File: src/rtl/wsd_pkg.sv
`timescale 1ns / 1ps
// ----------------------------------------------------------------------------
// wsd_pkg
// Shared types and constants of the wheel speed steering DAC unit.
// ----------------------------------------------------------------------------
package wsd_pkg;

    localparam int TS_BITS   = 16;
    localparam int SPD_BITS  = 16;
    localparam int DVS_W     = 16;
    localparam int PCT_BITS  = 7;
    localparam int DAC_BITS  = 12;
    localparam int DIV_W     = 23;

    localparam int SPEED_NUM64 = 100000000 / 64;

    localparam logic [SPD_BITS-1:0] SPD_MAX = '1;

    localparam int DAC_CENTRE = 1 << (DAC_BITS - 1);
    localparam int DAC_MAX    = (1 << DAC_BITS) - 1;
    localparam int P_HI_R     = (DAC_CENTRE - 1) * 100;
    localparam int P_HI_L     = DAC_CENTRE * 100;
    localparam int X_W        = $clog2(2 * DAC_CENTRE * 100 + 1);

    // x / 100 == (x * RCP_K) >> RCP_SH for x below 2**X_W
    localparam int RCP_K  = 671089;
    localparam int RCP_SH = 26;
    localparam int RCP_W  = 20;

    localparam logic [1:0] REG_BAND = 2'd0;
    localparam logic [1:0] REG_MIN  = 2'd1;
    localparam logic [1:0] REG_GAIN = 2'd2;

    typedef struct packed {
        logic [TS_BITS-1:0] right_prev_time;
        logic [TS_BITS-1:0] right_last_time;
        logic [TS_BITS-1:0] left_prev_time;
        logic [TS_BITS-1:0] left_last_time;
    } t_in;

    typedef struct packed {
        logic [SPD_BITS-1:0] right_speed;
        logic [SPD_BITS-1:0] left_speed;
        logic [DAC_BITS-1:0] dac_code;
        logic                right_is_faster;
    } t_out;

    typedef struct packed {
        logic [PCT_BITS-1:0] band;
        logic [15:0]         min_slow;
        logic [15:0]         gain;
    } t_cfg;

endpackage

File: src/rtl/wsd_div.sv
`timescale 1ns / 1ps
// ----------------------------------------------------------------------------
// wsd_div
// Pipelined restoring divider, one quotient bit per stage.
// ----------------------------------------------------------------------------
module wsd_div (
    input  logic                       i_clk,
    input  logic                       i_rst_n,
    input  logic                       i_vld,
    input  logic [wsd_pkg::DIV_W-1:0]  i_dvd,
    input  logic [wsd_pkg::DVS_W-1:0]  i_dvs,
    output logic                       o_vld,
    output logic [wsd_pkg::DIV_W-1:0]  o_quo
);
    import wsd_pkg::*;

    logic [DVS_W-1:0] r_rem [DIV_W];
    logic [DIV_W-1:0] r_acc [DIV_W];
    logic [DVS_W-1:0] r_dvs [DIV_W];
    logic             r_vld [DIV_W];

    for (genvar s = 0; s < DIV_W; s++) begin : g_stage
        logic [DVS_W-1:0] rem_in;
        logic [DIV_W-1:0] acc_in;
        logic [DVS_W-1:0] dvs_in;
        logic             vld_in;
        logic [DVS_W:0]   t;
        logic             ge;
        logic [DVS_W:0]   diff;

        if (s == 0) begin : g_first
            assign rem_in = '0;
            assign acc_in = i_dvd;
            assign dvs_in = i_dvs;
            assign vld_in = i_vld;
        end else begin : g_next
            assign rem_in = r_rem[s-1];
            assign acc_in = r_acc[s-1];
            assign dvs_in = r_dvs[s-1];
            assign vld_in = r_vld[s-1];
        end

        assign t    = {rem_in, acc_in[DIV_W-1]};
        assign ge   = t >= {1'b0, dvs_in};
        assign diff = t - {1'b0, dvs_in};

        always_ff @(posedge i_clk) begin
            r_rem[s] <= ge ? diff[DVS_W-1:0] : t[DVS_W-1:0];
            r_acc[s] <= {acc_in[DIV_W-2:0], ge};
            r_dvs[s] <= dvs_in;
            if (!i_rst_n) begin
                r_vld[s] <= 1'b0;
            end else begin
                r_vld[s] <= vld_in;
            end
        end
    end

    assign o_vld = r_vld[DIV_W-1];
    assign o_quo = r_acc[DIV_W-1];

endmodule

File: src/rtl/wsd_lane.sv
`timescale 1ns / 1ps
// ----------------------------------------------------------------------------
// wsd_lane
// One wheel: edge interval, speed division and saturation.
// ----------------------------------------------------------------------------
module wsd_lane (
    input  logic                          i_clk,
    input  logic                          i_rst_n,
    input  logic                          i_vld,
    input  logic [wsd_pkg::TS_BITS-1:0]   i_prev,
    input  logic [wsd_pkg::TS_BITS-1:0]   i_last,
    output logic                          o_vld,
    output logic [wsd_pkg::SPD_BITS-1:0]  o_speed
);
    import wsd_pkg::*;

    logic [TS_BITS-1:0]  ivl;
    logic                d_vld;
    logic [DIV_W-1:0]    d_quo;
    logic                r_vld;
    logic [SPD_BITS-1:0] r_speed;

    // wrap: all ones minus prev plus last
    assign ivl = i_last - i_prev - TS_BITS'(i_last < i_prev);

    wsd_div u_div (
        .i_clk   (i_clk),
        .i_rst_n (i_rst_n),
        .i_vld   (i_vld),
        .i_dvd   (DIV_W'(SPEED_NUM64)),
        .i_dvs   (DVS_W'(ivl)),
        .o_vld   (d_vld),
        .o_quo   (d_quo)
    );

    always_ff @(posedge i_clk) begin
        r_speed <= (|d_quo[DIV_W-1:SPD_BITS]) ? SPD_MAX : d_quo[SPD_BITS-1:0];
        if (!i_rst_n) begin
            r_vld <= 1'b0;
        end else begin
            r_vld <= d_vld;
        end
    end

    assign o_vld   = r_vld;
    assign o_speed = r_speed;

endmodule

File: config.mk
export PLATFORM = sky130hd
export DESIGN_NAME = wsd_lane
export DESIGN_NICKNAME = d
export VERILOG_FILES = /design/src/rtl/wsd_pkg.sv /design/src/rtl/wsd_div.sv /design/src/rtl/wsd_lane.sv
export SDC_FILE = /design/constraint.sdc
export NUM_CORES = 2
export LEC_CHECK = 0
export BUFFER_PORTS_ARGS = -buffer_cell sky130_fd_sc_hd__buf_2
export CELL_PAD_IN_SITES_DETAIL_PLACEMENT = 1
export CELL_PAD_IN_SITES_GLOBAL_PLACEMENT = 2
export CORE_MARGIN = 2
export CORE_UTILIZATION = 42
export DETAILED_ROUTE_END_ITERATION = 10
export PLACE_DENSITY = 0.82
export SKIP_LAST_GASP = 1
export SLEW_MARGIN = 20
export SYNTH_ARGS = -nofsm -noshare
export SYNTH_HDL_FRONTEND = slang
export SYNTH_SLANG_ARGS = --single-unit
File: constraint.sdc
create_clock -name i_clk -period 7.4 [get_ports i_clk]
set_clock_uncertainty 0.15 [all_clocks]
set_input_delay 0.74 -clock i_clk [delete_from_list [all_inputs] [get_ports i_clk]]
set_output_delay 0.74 -clock i_clk [all_outputs]
set_load 0.01 [all_outputs]
Yosys cells after proc, flatten, opt, wreduce, memory -nomap -nowiden
Memory sizes are Yosys's and may differ from the RTL's. A register that Yosys moved wholly into a read port is not among the register bits. Index checks and enable logic that the tools add are counted.

Add/subtract/negate cells: 25. Magnitude comparators: 24. Multiplexer cells: 48. Bitwise logic cells: 23. Reductions and logical operators: 2.

Operators with widths (count): $ge A17 B16 Y1 (22); $mux W16 (23); $sub A16 B16 Y16 (23); $mux W1 (25); $or A1 B1 Y1 (23); $ge A1 B16 Y1 const A (1); $lt A16 B16 Y1 (1); $sub A1 B16 Y16 const A (1); $sub A16 B1 Y16 (1); $reduce_or A7 Y1 (1); $logic_not A1 Y1 (1).

Register bits after elaboration: 16. RAM bits: 1288. Bits of input ports: 35. Output and inout port bits: 17. Word-level logic and storage cells: 127. Memories kept: 4.

Memory list: u_div.r_acc (depth 23, width 23, read ports 23, clocked after memory_dff 0, wr ports 23, RTL line wsd_div.sv:18) `logic [DIV_W-1:0] r_acc [DIV_W];`; u_div.r_dvs (depth 23, width 16, read ports 22, clocked after memory_dff 0, wr ports 23, RTL line wsd_div.sv:19) `logic [DVS_W-1:0] r_dvs [DIV_W];`; u_div.r_rem (depth 23, width 16, read ports 22, clocked after memory_dff 0, wr ports 23, RTL line wsd_div.sv:17) `logic [DVS_W-1:0] r_rem [DIV_W];`; u_div.r_vld (depth 23, width 1, read ports 23, clocked after memory_dff 1, wr ports 23, RTL line wsd_div.sv:20) `logic r_vld [DIV_W];`.

Longest topological paths before layout
Depth after elaboration: 4. Gate-level depth with buffers: 24. Depth with buffers taken out: 23.

Hierarchy
A second synthesis with hierarchy kept.

Cell total of the unflattened synthesis: 4403. Area total of the unflattened synthesis: 47818.4 um2.

By module, submodules not included: wsd_div (times used 1, cells each 4164, area each 45884.0 um2, seq. area each 25144.1 um2); wsd_lane (times used 1, cells each 239, area each 1934.4 um2, seq. area each 340.3 um2).

Worst setup path after synthesis
Ideal clock, no wire load.

Path kind: in2reg. From: in i_prev[1] (netlist bit). To: mem u_div.r_rem[0][11]. Library setup time: 0.086 ns. Arrival: 5.537 ns. Data required time: 7.164 ns. Setup slack: 1.627 ns. Stages on the path: 23. Buffers on the path: 1. Cell sequence: inv_1 ha_1 a21o_1 a21o_1 a211oi_1 o21bai_1 a211oi_1 o31a_1 o21ai_0 fa_1 inv_1 ha_1 or2_2 fa_1 nand2b_1 a31oi_1 o311a_1 nor3b_1 or3_1 a2111o_1 or4_1 buf_6 a211oi_1.

RTL lines: from (decl) (RTL line wsd_lane.sv:10) `input logic [wsd_pkg::TS_BITS-1:0] i_prev,`; to (decl) (RTL line wsd_div.sv:17).

==> flow_summary.toml <==
[placed_design]
place_area_um2 = 43500
place_congestion = 0.806
io_buffer_count = 51
placement.setup.worst_slack_ns = 0.602
hpwl_um = 74700

[critical_path]
timing.rr.end = "u_div.r_rem[0][52]$_DFF_P_"
number_of_cells_on_the_worst_reg_to_reg_path = 11
worstSetupStartpointType = "input pin"
critical_setup_path_class = "in -> reg"
worst-endpoint-arrival_ns = 6.45
crit_start = "i_prev[1]"
crit_fanout = 10
worst_setup_path_end_kind = "flop"
rrSetupSlack_ns = 3.52
timing.rr.start = "u_div.r_dvs[0][33]$_DFF_P_"
worst-endpoint-required_ns = 7.84
timing_endpoint_of_the_critical_path = "u_div.r_rem[0][11]$_SDFF_PN0_"

[sta]
total_count_of_hold_check_failures_in_the_final_report = 0
grt_setup_unrepaired = "no"
setup-violations-final = 0
final.min_clock_period_ns = 6.01
final_setup_slack_of_the_worst_path_ns = 1.39
worst_rel_slew_slack_pct = 32.3
report.final.slew_viol_count = 0
clock.fmax_mhz = 166
timing_worst_slew_pin_value_ns = 1.00
final_min_period_over_clock_period_pct = 81.2
timing.setup.tns_ns = 0

[global_routing]
met1_resource_use_gr_pct = 24.2
groute.usage.overall_pct = 19.2
grt.met3_usage_pct = 2.59
grt_antenna_before_repair = 4
grt.overflow.total = 0
grt_most_used_layer = "met2"
global_route_track_usage_on_met2_pct = 33.6
grt_pass1_wl_um = 157000
first_global_vias = 29500
grt_start_max_net_pins = 31

[detailed_routing]
via_per_inst = 5.03
vias = 28100
drtIter0Drc = 1095
remaining_drc_errors = 0
wl_um = 96600
post_drt_wl_per_cell_um = 17.3
ant_nets = 0
drt-pass1-iter-count = 5

[logic_synthesis]
post_synth_edffs = 0
synth-warning-count = 0
synth_area_per_cell_um2 = 10.2
synth-main-ff-cell = "sky130_fd_sc_hd__dfxtp_1"
ys_seq_elements = 1020
synth_sequential_area_ratio_pct = 49.1
netlist_top_cells_area = "sky130_fd_sc_hd__dfxtp_1, sky130_fd_sc_hd__ha_1, sky130_fd_sc_hd__mux2_2, sky130_fd_sc_hd__inv_1, sky130_fd_sc_hd__xnor2_1"
netlist_area_um2 = 41600
synthDominantCellAreaShare_pct = 49.1
synthCells = 4076
post-synth-top-area-cell = "sky130_fd_sc_hd__dfxtp_1"
ys_types = 71
ys_async_sr_fraction_pct = 0

[floorplan]
core-area_um2 = 98300
count_of_standard_cell_rows = 115
ioPinCount = 52
die_h_um = 319
die_x_um = 319
floorplan.die_area_um2 = 101000
start_util_pct = 42.3

[clocking]
cts_tree = "built"
worst_skew_pair.late_latency_ns = 0.70
hold_fix_buffers_at_cts = 0
cts_max_path_buffers = 3
post_cts.resized_instances = 0
clkSlewWorstSetupHoldPaths_ns = 0.06
postCtsSetupBuffers = 0
htree_levels = 3
cts_made_buffers = 108
root_buffer = "sky130_fd_sc_hd__clkbuf_16"
clock_sinks = 1020

[layout]
finish.net_count = 4660
mostFrequentLayoutCell = "sky130_fd_sc_hd__dfxtp_1"
most-common-layout-cells = "sky130_fd_sc_hd__dfxtp_1, sky130_fd_sc_hd__inv_1, sky130_fd_sc_hd__ha_1"
post_route_cells_drive_above_1_share_pct = 12.0
areaGrowthSynthToFinish_pct = 13.8
antennaDiodeCount = 0
finalInstanceArea_um2 = 47300
fillerInstances = 10800

[hold_path]
worst_hold_startpoint = "i_vld"
min-delay-path-class = "in -> reg"

[run]
max_cap_viol_count = 0

[run_status]
outcome = "finished, final reports clean"
[synth_stat cells (59+ instances only)]
cell type / number
sky130_fd_sc_hd__nand2_1: 167
sky130_fd_sc_hd__nor3_1: 85
sky130_fd_sc_hd__xor2_1: 66
sky130_fd_sc_hd__mux2_2: 183
sky130_fd_sc_hd__xnor2_1: 165
sky130_fd_sc_hd__a21o_1: 96
sky130_fd_sc_hd__nor2b_1: 59
sky130_fd_sc_hd__a21oi_1: 271
sky130_fd_sc_hd__inv_1: 471
sky130_fd_sc_hd__nor2_1: 221
sky130_fd_sc_hd__o21ai_0: 190
sky130_fd_sc_hd__ha_1: 383
sky130_fd_sc_hd__dfxtp_1: 1020
[registers in the layout, summed over array words and instances, names as in the netlist]
signal	cells
u_div.r_rem	352
u_div.r_acc	276
u_div.r_dvs	352
o_vld	1
u_div.r_vld	23
o_speed	16
[worst max-delay path, stage by stage]
cell and delay [ns]:
sky130_fd_sc_hd__buf_2 0.09, sky130_fd_sc_hd__inv_1 0.12, sky130_fd_sc_hd__ha_1 0.25, sky130_fd_sc_hd__a21o_1 0.15, sky130_fd_sc_hd__a21o_1 0.17, sky130_fd_sc_hd__a211oi_1 0.24
sky130_fd_sc_hd__o21bai_1 0.12, sky130_fd_sc_hd__a211oi_1 0.33, sky130_fd_sc_hd__o31a_1 0.17, sky130_fd_sc_hd__o21ai_0 0.18, sky130_fd_sc_hd__fa_1 0.55, sky130_fd_sc_hd__inv_1 0.05
sky130_fd_sc_hd__ha_1 0.18, sky130_fd_sc_hd__or2_2 0.32, sky130_fd_sc_hd__fa_1 0.41, sky130_fd_sc_hd__nand2b_1 0.22, sky130_fd_sc_hd__a21oi_1 0.36, sky130_fd_sc_hd__nor3_1 0.11
sky130_fd_sc_hd__nor4b_1 0.34, sky130_fd_sc_hd__o2111ai_1 0.19, sky130_fd_sc_hd__a2111o_1 0.32, sky130_fd_sc_hd__or4_1 0.58, sky130_fd_sc_hd__a211oi_1 0.24
[worst min path at each step]
stage	to	cells after the start	slack, ns
global placement	u_div.r_acc[2][47]$_DFF_P_	0	0.16
detailed placement	u_div.r_acc[0][165]$_DFF_P_	0	0.16
global route	u_div.r_vld[0]$_DFF_P_	2	0.10
CTS	u_div.r_vld[0]$_DFF_P_	2	0.09
floorplan	u_div.r_acc[0][116]$_DFF_P_	0	0.16
finish	u_div.r_vld[0]$_DFF_P_	2	0.14
[stage by stage]
step | cells | hold slack [ns] | utilization [%]
2_1_floorplan | 4082 | 0.160 | -
3_3_place_gp | 5395 | 0.160 | 44.2
3_5_place_dp | 5396 | 0.163 | 44.2
4_1_cts | 5595 | 0.0904 | 48.1
5_1_grt | 5595 | 0.102 | 48.1
6_report | 5595 | 0.144 | 48.1
[layout make-up]
class	instances	area, um^2	share of cell area [%]
Clock buffer	139	3010	6.36
Clock inverter	60	838	1.77
Sequential cell	1020	20400	43.2
Timing Repair Buffer	71	405	0.857
Multi-Input combinational cell	2546	19200	40.7
Tap cell	1287	1610	3.40
Inverter	472	1770	3.75
[logic make-up (layout without fill, tap and decap cells)]
group	after synthesis	after routing	synth area share (%)
xor gates and xnor gates	231	231	4.87
AOI/OAI and AO/OA	860	860	13.2
muxes	208	208	5.56
DFF	1020	1020	49.1
buffers and inverters	516	742	4.70
adders and majority gates	406	406	12.6
other	1	7	0.00902
and+or+nand+nor	834	834	9.91
[layer usage]
metal,routed length (um),share of wire (%)
met5,13,0.013
met4,2590,2.7
met3,2490,2.6
met2,46900,49
met1,44600,46
Power is left out: the tool's default activity adds up to more than one toggle a clock period on the data nets, which glitch-free logic cannot reach.
