===== config.mk =====
export PLATFORM = sky130hd
export DESIGN_NAME = wsd_steer
export DESIGN_NICKNAME = d
export VERILOG_FILES = /design/src/rtl/wsd_pkg.sv /design/src/rtl/wsd_div.sv /design/src/rtl/wsd_steer.sv
export SDC_FILE = /design/constraint.sdc
export NUM_CORES = 2
export LEC_CHECK = 0
export BUFFER_PORTS_ARGS = -buffer_cell sky130_fd_sc_hd__buf_2
export CAP_MARGIN = 20
export CORE_MARGIN = 2
export CORE_UTILIZATION = 45
export CTS_CLUSTER_SIZE = 24
export DETAILED_ROUTE_END_ITERATION = 12
export PLACE_DENSITY = 0.68
export SLEW_MARGIN = 20
export SYNTH_ARGS = -nofsm -noshare
export SYNTH_HDL_FRONTEND = slang
export SYNTH_HIERARCHICAL = 1
export SYNTH_SLANG_ARGS = --single-unit
export TNS_END_PERCENT = 100

===== constraint.sdc =====
create_clock -name i_clk -period 17.4 [get_ports i_clk]
set_input_delay 3.48 -clock i_clk [delete_from_list [all_inputs] [get_ports i_clk]]
set_output_delay 3.48 -clock i_clk [all_outputs]
set_load 0.005 [all_outputs]

===== src/rtl/wsd_pkg.sv =====
`timescale 1ns / 1ps
// ----------------------------------------------------------------------------
// wsd_pkg
// Shared types and constants of the wheel speed steering DAC unit.
// ----------------------------------------------------------------------------
package wsd_pkg;

    localparam int TS_BITS   = 16;
    localparam int SPD_BITS  = 16;
    localparam int DVS_W     = 16;
    localparam int PCT_BITS  = 7;
    localparam int DAC_BITS  = 12;
    localparam int DIV_W     = 23;

    localparam int SPEED_NUM64 = 100000000 / 64;

    localparam logic [SPD_BITS-1:0] SPD_MAX = '1;

    localparam int DAC_CENTRE = 1 << (DAC_BITS - 1);
    localparam int DAC_MAX    = (1 << DAC_BITS) - 1;
    localparam int P_HI_R     = (DAC_CENTRE - 1) * 100;
    localparam int P_HI_L     = DAC_CENTRE * 100;
    localparam int X_W        = $clog2(2 * DAC_CENTRE * 100 + 1);

    // x / 100 == (x * RCP_K) >> RCP_SH for x below 2**X_W
    localparam int RCP_K  = 671089;
    localparam int RCP_SH = 26;
    localparam int RCP_W  = 20;

    localparam logic [1:0] REG_BAND = 2'd0;
    localparam logic [1:0] REG_MIN  = 2'd1;
    localparam logic [1:0] REG_GAIN = 2'd2;

    typedef struct packed {
        logic [TS_BITS-1:0] right_prev_time;
        logic [TS_BITS-1:0] right_last_time;
        logic [TS_BITS-1:0] left_prev_time;
        logic [TS_BITS-1:0] left_last_time;
    } t_in;

    typedef struct packed {
        logic [SPD_BITS-1:0] right_speed;
        logic [SPD_BITS-1:0] left_speed;
        logic [DAC_BITS-1:0] dac_code;
        logic                right_is_faster;
    } t_out;

    typedef struct packed {
        logic [PCT_BITS-1:0] band;
        logic [15:0]         min_slow;
        logic [15:0]         gain;
    } t_cfg;

endpackage


===== src/rtl/wsd_div.sv =====
`timescale 1ns / 1ps
// ----------------------------------------------------------------------------
// wsd_div
// Pipelined restoring divider, one quotient bit per stage.
// ----------------------------------------------------------------------------
module wsd_div (
    input  logic                       i_clk,
    input  logic                       i_rst_n,
    input  logic                       i_vld,
    input  logic [wsd_pkg::DIV_W-1:0]  i_dvd,
    input  logic [wsd_pkg::DVS_W-1:0]  i_dvs,
    output logic                       o_vld,
    output logic [wsd_pkg::DIV_W-1:0]  o_quo
);
    import wsd_pkg::*;

    logic [DVS_W-1:0] r_rem [DIV_W];
    logic [DIV_W-1:0] r_acc [DIV_W];
    logic [DVS_W-1:0] r_dvs [DIV_W];
    logic             r_vld [DIV_W];

    for (genvar s = 0; s < DIV_W; s++) begin : g_stage
        logic [DVS_W-1:0] rem_in;
        logic [DIV_W-1:0] acc_in;
        logic [DVS_W-1:0] dvs_in;
        logic             vld_in;
        logic [DVS_W:0]   t;
        logic             ge;
        logic [DVS_W:0]   diff;

        if (s == 0) begin : g_first
            assign rem_in = '0;
            assign acc_in = i_dvd;
            assign dvs_in = i_dvs;
            assign vld_in = i_vld;
        end else begin : g_next
            assign rem_in = r_rem[s-1];
            assign acc_in = r_acc[s-1];
            assign dvs_in = r_dvs[s-1];
            assign vld_in = r_vld[s-1];
        end

        assign t    = {rem_in, acc_in[DIV_W-1]};
        assign ge   = t >= {1'b0, dvs_in};
        assign diff = t - {1'b0, dvs_in};

        always_ff @(posedge i_clk) begin
            r_rem[s] <= ge ? diff[DVS_W-1:0] : t[DVS_W-1:0];
            r_acc[s] <= {acc_in[DIV_W-2:0], ge};
            r_dvs[s] <= dvs_in;
            if (!i_rst_n) begin
                r_vld[s] <= 1'b0;
            end else begin
                r_vld[s] <= vld_in;
            end
        end
    end

    assign o_vld = r_vld[DIV_W-1];
    assign o_quo = r_acc[DIV_W-1];

endmodule


===== src/rtl/wsd_steer.sv =====
`timescale 1ns / 1ps
// ----------------------------------------------------------------------------
// wsd_steer
// Merge stage: percent excess, dead band and gain to the DAC code.
// ----------------------------------------------------------------------------
module wsd_steer (
    input  logic                          i_clk,
    input  logic                          i_rst_n,
    input  logic                          i_vld,
    input  logic [wsd_pkg::SPD_BITS-1:0]  i_sr,
    input  logic [wsd_pkg::SPD_BITS-1:0]  i_sl,
    input  wsd_pkg::t_cfg                 i_cfg,
    output logic                          o_vld,
    output wsd_pkg::t_out                 o_out
);
    import wsd_pkg::*;

    logic                right;
    logic [SPD_BITS-1:0] fast;
    logic [SPD_BITS-1:0] slow;
    logic                d_vld;
    logic [DIV_W-1:0]    d_quo;

    logic [SPD_BITS-1:0] r_sr [DIV_W];
    logic [SPD_BITS-1:0] r_sl [DIV_W];

    logic [DIV_W-1:0]    xs;
    logic [15:0]         ex;
    logic [SPD_BITS-1:0] dsr;
    logic [SPD_BITS-1:0] dsl;
    logic                b_rt;
    logic [SPD_BITS-1:0] b_slow;

    logic                r_b_vld, r_b_rt, r_b_ctr;
    logic [15:0]         r_b_diff;
    logic [SPD_BITS-1:0] r_b_sr, r_b_sl;
    logic                r_c_vld, r_c_rt, r_c_ctr;
    logic [31:0]         r_c_p;
    logic [SPD_BITS-1:0] r_c_sr, r_c_sl;

    logic [X_W-1:0]          x;
    logic [X_W+RCP_W-1:0]    prod;
    logic [DAC_BITS-1:0]     q;
    logic [DAC_BITS-1:0]     n_code;
    logic                    r_vld;
    t_out                    r_out;

    assign right = i_sr > i_sl;
    assign fast  = right ? i_sr : i_sl;
    assign slow  = right ? i_sl : i_sr;

    wsd_div u_div (
        .i_clk   (i_clk),
        .i_rst_n (i_rst_n),
        .i_vld   (i_vld),
        .i_dvd   (DIV_W'(fast) * DIV_W'(100)),
        .i_dvs   (DVS_W'(slow)),
        .o_vld   (d_vld),
        .o_quo   (d_quo)
    );

    always_ff @(posedge i_clk) begin
        for (int i = 0; i < DIV_W; i++) begin
            r_sr[i] <= (i == 0) ? i_sr : r_sr[(i == 0) ? 0 : i-1];
            r_sl[i] <= (i == 0) ? i_sl : r_sl[(i == 0) ? 0 : i-1];
        end
    end

    assign dsr    = r_sr[DIV_W-1];
    assign dsl    = r_sl[DIV_W-1];
    assign b_rt   = dsr > dsl;
    assign b_slow = b_rt ? dsl : dsr;
    assign xs     = d_quo - DIV_W'(100);
    assign ex     = (|xs[DIV_W-1:16]) ? 16'hFFFF : xs[15:0];

    assign x    = r_c_rt ? X_W'(P_HI_L) + X_W'(r_c_p) : X_W'(P_HI_L) - X_W'(r_c_p);
    assign prod = (X_W+RCP_W)'(x) * (X_W+RCP_W)'(RCP_K);
    assign q    = prod[RCP_SH +: DAC_BITS];

    always_comb begin
        n_code = q;
        if (r_c_ctr) begin
            n_code = DAC_BITS'(DAC_CENTRE);
        end else if (r_c_rt) begin
            if (r_c_p > 32'(P_HI_R)) begin
                n_code = DAC_BITS'(DAC_MAX);
            end
        end else if (r_c_p > 32'(P_HI_L)) begin
            n_code = '0;
        end
    end

    always_ff @(posedge i_clk) begin
        r_b_rt   <= b_rt;
        r_b_ctr  <= (dsr == dsl) || (ex < 16'(i_cfg.band)) || (b_slow < i_cfg.min_slow);
        r_b_diff <= ex - 16'(i_cfg.band);
        r_b_sr   <= dsr;
        r_b_sl   <= dsl;

        r_c_rt   <= r_b_rt;
        r_c_ctr  <= r_b_ctr;
        r_c_p    <= 32'(i_cfg.gain) * 32'(r_b_diff);
        r_c_sr   <= r_b_sr;
        r_c_sl   <= r_b_sl;

        r_out.right_speed     <= r_c_sr;
        r_out.left_speed      <= r_c_sl;
        r_out.dac_code        <= n_code;
        r_out.right_is_faster <= r_c_rt;

        if (!i_rst_n) begin
            r_b_vld <= 1'b0;
            r_c_vld <= 1'b0;
            r_vld   <= 1'b0;
        end else begin
            r_b_vld <= d_vld;
            r_c_vld <= r_b_vld;
            r_vld   <= r_c_vld;
        end
    end

    assign o_vld = r_vld;
    assign o_out = r_out;

    a_eq_centre: assert property (@(posedge i_clk) disable iff (!i_rst_n)
        r_vld && (r_out.right_speed == r_out.left_speed)
        |-> r_out.dac_code == DAC_BITS'(DAC_CENTRE))
        else $error("equal speeds must give centre code");

    a_dir_flag: assert property (@(posedge i_clk) disable iff (!i_rst_n)
        r_vld |-> r_out.right_is_faster == (r_out.right_speed > r_out.left_speed))
        else $error("direction flag disagrees with speeds");

    a_left_low: assert property (@(posedge i_clk) disable iff (!i_rst_n)
        r_vld && !r_out.right_is_faster |-> r_out.dac_code <= DAC_BITS'(DAC_CENTRE))
        else $error("left faster drove code above centre");

    a_right_high: assert property (@(posedge i_clk) disable iff (!i_rst_n)
        r_vld && r_out.right_is_faster |-> r_out.dac_code >= DAC_BITS'(DAC_CENTRE))
        else $error("right faster drove code below centre");

endmodule


* After elaboration in Yosys (flattened, before gate mapping)
Memories as Yosys holds them, arrays and structs flattened. A register that Yosys moved wholly into a read port is not among the register bits.
Cells that the tools add are included.
W data, S select, Z words.
** Operators by class
- Eq/ne operators :: 1
- $mul :: 3
- Bitwise logic cells :: 23
- Multiplexer cells :: 56
- Add/sub/neg operators :: 27
- Reduce and logical (&&, ||, !) cells :: 4
- Magnitude comparators :: 29
** Operator list (number)
- $mux W16 :: 27
- $ge A17 B16 Y1 :: 22
- $sub A16 B16 Y16 :: 22
- $gt A32 B18 Y1 const B :: 2
- $mul A19 B20 Y38 const B :: 1
- $mux W12 :: 3
- $gt A16 B16 Y1 :: 2
- $mul A16 B16 Y32 :: 1
- $mux W1 :: 25
- $or A1 B1 Y1 :: 23
- $sub A23 B7 Y23 const B :: 1
- $mul A16 B5 Y21 const B :: 1
- $add A18 B19 Y19 const A :: 1
- $mux W19 :: 1
- $sub A18 B19 Y19 const A :: 1
- $eq A16 B16 Y1 :: 1
- $ge A1 B16 Y1 :: 1
- $lt A16 B16 Y1 :: 1
- $lt A16 B7 Y1 :: 1
- $sub A1 B16 Y16 :: 1
- $sub A16 B7 Y16 :: 1
- $reduce_or A7 Y1 :: 1
- $logic_or A1 B1 Y1 :: 2
- $logic_not A1 Y1 :: 1
** Storage, ports and cells
- Bits in writable memories :: 2024
- Output and inout bits :: 46
- Input port bits :: 74
- Memories kept :: 6
- Logic and storage cells :: 165
- Flip-flop bits (word level) :: 163
** Memory list
- u_div.r_acc :: words 23, bits a word 23, read ports 23, clocked after Yosys merged registers in 0, wr ports 23, line wsd_div.sv:18 : logic [DIV_W-1:0] r_acc [DIV_W];
- r_sl :: words 23, bits a word 16, read ports 23, clocked after Yosys merged registers in 0, wr ports 23, line wsd_steer.sv:25 : logic [SPD_BITS-1:0] r_sl [DIV_W];
- r_sr :: words 23, bits a word 16, read ports 23, clocked after Yosys merged registers in 0, wr ports 23, line wsd_steer.sv:24 : logic [SPD_BITS-1:0] r_sr [DIV_W];
- u_div.r_dvs :: words 23, bits a word 16, read ports 22, clocked after Yosys merged registers in 0, wr ports 23, line wsd_div.sv:19 : logic [DVS_W-1:0] r_dvs [DIV_W];
- u_div.r_rem :: words 23, bits a word 16, read ports 22, clocked after Yosys merged registers in 0, wr ports 23, line wsd_div.sv:17 : logic [DVS_W-1:0] r_rem [DIV_W];
- u_div.r_vld :: words 23, bits a word 1, read ports 23, clocked after Yosys merged registers in 1, wr ports 23, line wsd_div.sv:20 : logic r_vld [DIV_W];

* Longest topological paths before layout
An unclocked memory read counts as a cell.
- Depth in word-level cells :: 7
- Mapped depth :: 36
- Gate-level depth less buffers :: 33

* Cells and area by module
Netlist, hierarchy kept.
** Modules (own cells, without submodules)
- wsd_div :: times used 1, area an instance 45822.7 µm², cells each 4192
- wsd_steer :: times used 1, area an instance 37109.3 µm², cells each 3149

* Worst setup path after synthesis
OpenSTA, ideal clock, no wires.
- Path type :: input to register
- Start point :: input port i_sl[1] in the netlist's numbering
- End point :: memory u_div.r_rem[0][0]
- Stages :: 36
- Path buffers :: 3
- Arrival :: 10245 ps
- Setup time :: 72 ps
- Path slack :: 7083 ps
- Data required time :: 17328 ps
- Cells stage by stage :: inv_1 -> ha_1 -> nor2b_1 -> o21a_1 -> o21a_1 -> o21ai_0 -> nand2b_1 -> a21oi_1 -> o21ai_0 -> o21ai_1 -> clkbuf_1 -> mux2_2 -> ha_1 -> ha_1 -> inv_1 -> fa_1 -> inv_1 -> ha_1 -> a21o_1 -> a21oi_1 -> o21bai_1 -> a21o_1 -> a21oi_1 -> o211ai_1 -> a311oi_1 -> o21bai_1 -> xor2_1 -> inv_1 -> ha_1 -> clkbuf_1 -> inv_1 -> ha_1 -> a21oi_1 -> nor4_1 -> clkbuf_1 -> mux2i_1
** RTL lines
- start: declaration :: line wsd_steer.sv:11 : input logic [wsd_pkg::SPD_BITS-1:0] i_sl,
- end: declaration :: line wsd_div.sv:17

==> flow_summary.json <==
{
  "placement_rows": 157,
  "first_global_vias": 50900,
  "timing.critical_path.slowest_stage_cell": "nor4_4",
  "grt-ovfl-total": 0,
  "area_delta_synth_final_pct": 12.8,
  "vias": 49200,
  "yosys_register_bits": 2156,
  "setup_repair_after_global_routing_missed_its_margin": "false",
  "mappedNetlistArea_um2": 82900,
  "clock_tree_from_tritoncts": "yes",
  "fin_tns_setup_ns": 0,
  "layout_commonest_cell": "dfxtp_1",
  "initial_utilization_pct": 45.3,
  "min_period_over_period_pct": 60.4,
  "netlist_instances": 7341,
  "critical-path-top-cell-by-count": "ha_1",
  "run_status": "complete, no violations",
  "synthArstFlopShare_pct": 0,
  "ctsResizeCount": 0,
  "synth-edff-count": 0,
  "dieWidth_um": 433,
  "final_cell_mix": "dfxtp_1 (2156), inv_1 (1031), ha_1 (727)",
  "place_inst": 9847,
  "synth_area_per_cell_um2": 11.3,
  "clk_lat_worst_skew_ns": 0.81,
  "cp_data_arrival_time_ns": 11.24,
  "cp-startpoint": "i_sl[9]",
  "synthFlopType": "dfxtp_1",
  "die_h_um": 433,
  "grt_util_all_layers_pct": 16.8,
  "detail_route.vias_per_cell": 4.81,
  "worst-endpoint-required_ns": 18.13,
  "number_of_warnings_reported_in_the_yosys_synthesis_log": 6,
  "drive_above_1_share_pct": 10.4,
  "finalHoldViolCount": 0,
  "final_cells": 10200,
  "antenna_found_initial": 7,
  "hold_path_class": "flip-flop to flip-flop",
  "post-cts-setup-buffer-count": 0,
  "tightestPinTransition_ns": 1.12,
  "layout.core_utilization_pct": 51.1,
  "r2r-start": "r_c_p[0]$_DFF_P_",
  "setup_violations": 0,
  "finalClockSkew_ns": 0.0604,
  "drt_iter0_drc": 2292,
  "crit_path_max_incr_delay_ns": 0.61,
  "reg2reg_path_depth": 27,
  "final_max_tran_viols": 0,
  "setup.worst_path.start_class": "input port",
  "cts_hold_buf": 0,
  "route.detailed.wl_per_inst_um": 15.2,
  "cts_buffers": 200,
  "min_delay_path_depth": 0,
  "detailedPlacementHpwl_mm": 118,
  "gp_routability_congestion": 0.893,
  "clock-root-buffer": "clkbuf_16",
  "top_level_ports": 120,
  "htree_num_levels": 4,
  "clkTransAtPathRegs_ns": 0.06,
  "numPortBuffers": 119,
  "maxCapViolCount": 0,
  "cts_buffer_depth": 3,
  "detail_route.first_pass.iterations": 5,
  "netlist-cell-type-count": 89,
  "remaining_drc_errors": 0,
  "slew_headroom_pct": 25.1,
  "cp_max_fo": 25,
  "antenna_left": 0,
  "fin_crit_ns": 10.52,
  "synth_sequential_area_ratio_pct": 52.0,
  "maximum_number_of_pins_on_one_net_before_global_route_repair": 33,
  "floorplan.core_area_um2": 183000,
  "endpoint_kind": "flip-flop",
  "detail_route.wirelength_mm": 155,
  "timing.setup.critical_path_class": "input port to flip-flop",
  "timing.fmax_mhz": 95.1,
  "grt_first_pass_wirelength_mm": 257,
  "design.die.area_um2": 188000,
  "fin_nets": 8737,
  "worst_hold_startpoint": "r_sr[0][25]$_DFF_P_",
  "clock_sinks": 2156
}
[flip-flops by register name (all words and copies together), names as in the netlist, 16 cells and up]
| name | flops |
|---|---|
| r_b_sr | 16 |
| r_c_sr | 16 |
| o_out | 45 |
| r_c_p | 32 |
| u_div/r_dvs | 352 |
| r_sr | 368 |
| u_div/r_acc | 529 |
| u_div/r_vld | 23 |
| r_b_sl | 16 |
| u_div/r_rem | 352 |
| r_b_diff | 16 |
| r_c_sl | 16 |
| r_sl | 368 |
[cells by family after synthesis]
logic type	synth area share (%)
buffers and inverters	5.17
DFF	52.0
AOI/OAI and AO/OA	8.04
xor gates and xnor gates	3.42
adders and majority gates	19.4
muxes	4.03
other	0.00452
and+or+nand+nor	7.86
[cell usage after synthesis (all sizes together) (29+ instances only)]
cell type	count	area share (%)
nor2	339	1.5
ha	727	11
o21ai	192	1.2
clkbuf	72	0.33
nand4	53	0.40
nand2	365	1.7
a31oi	40	0.33
nand2b	57	0.43
xnor2	211	2.2
fa	350	8.4
xor2	112	1.2
mux2	251	3.4
nand3	81	0.49
o21bai	36	0.33
dfxtp	2156	52
a211oi	29	0.26
and2	125	0.94
o21a	56	0.51
nor2b	69	0.52
a21o	132	1.2
nor3	97	0.60
mux2i	49	0.59
a21oi	306	1.9
inv	1031	4.7
[final timing paths]
| check | end | slack, ns |
|---|---|---|
| hold reg to reg | r_sr[0][41]$_DFF_P_ | 0.27 |
| setup reg to reg | o_out[11]$_SDFF_PP0_ | 8.47 |
| hold / removal | r_sr[0][41]$_DFF_P_ | 0.27 |
| setup / recovery | u_div/r_rem[0][8]$_SDFF_PP0_ | 6.88 |
[cell type report]
cell class                 count  area (um2)
antenna                        3        7.51
clock buffer                 271        5670
clock inverter               101        1370
fill                       16000       89600
inverter                    1031        3870
multi-input combinational   4055       35600
sequential                  2156       43200
tap                         2464        3080
timing repair buffer         142         772
[worst max-delay path: cells and delay by family]
family,cells,cell delay (ns)
buf+inv,7,0.90
simple gates,4,0.87
xor+xnor,1,0.17
fa+ha+maj,7,2.26
mux,1,0.42
compound gates,15,3.12
[metrics by stage]
stage               instance area (um2)  hold WS, ns  setup WS (ns)
floorplan                         82900        0.310           7.08
global placement                  86400        0.310           5.94
detailed placement                86400        0.312           5.73
CTS                               93500        0.277           6.57
global route                      93500        0.283           6.18
finish                            93500        0.275           6.88
[routing by layer]
layer / part of all wire [%] / track usage [%] / vias up
met5: 0 / 0 / -
met1: 44 / 20.6 / 23400
met3: 3.6 / 2.58 / 261
li1: - / - / 24700
met4: 2.7 / 5.61 / 0
met2: 50 / 30.0 / 790
Power is not shown: default switching activity piles up to over one toggle a cycle in this logic, so the estimate is an artifact.
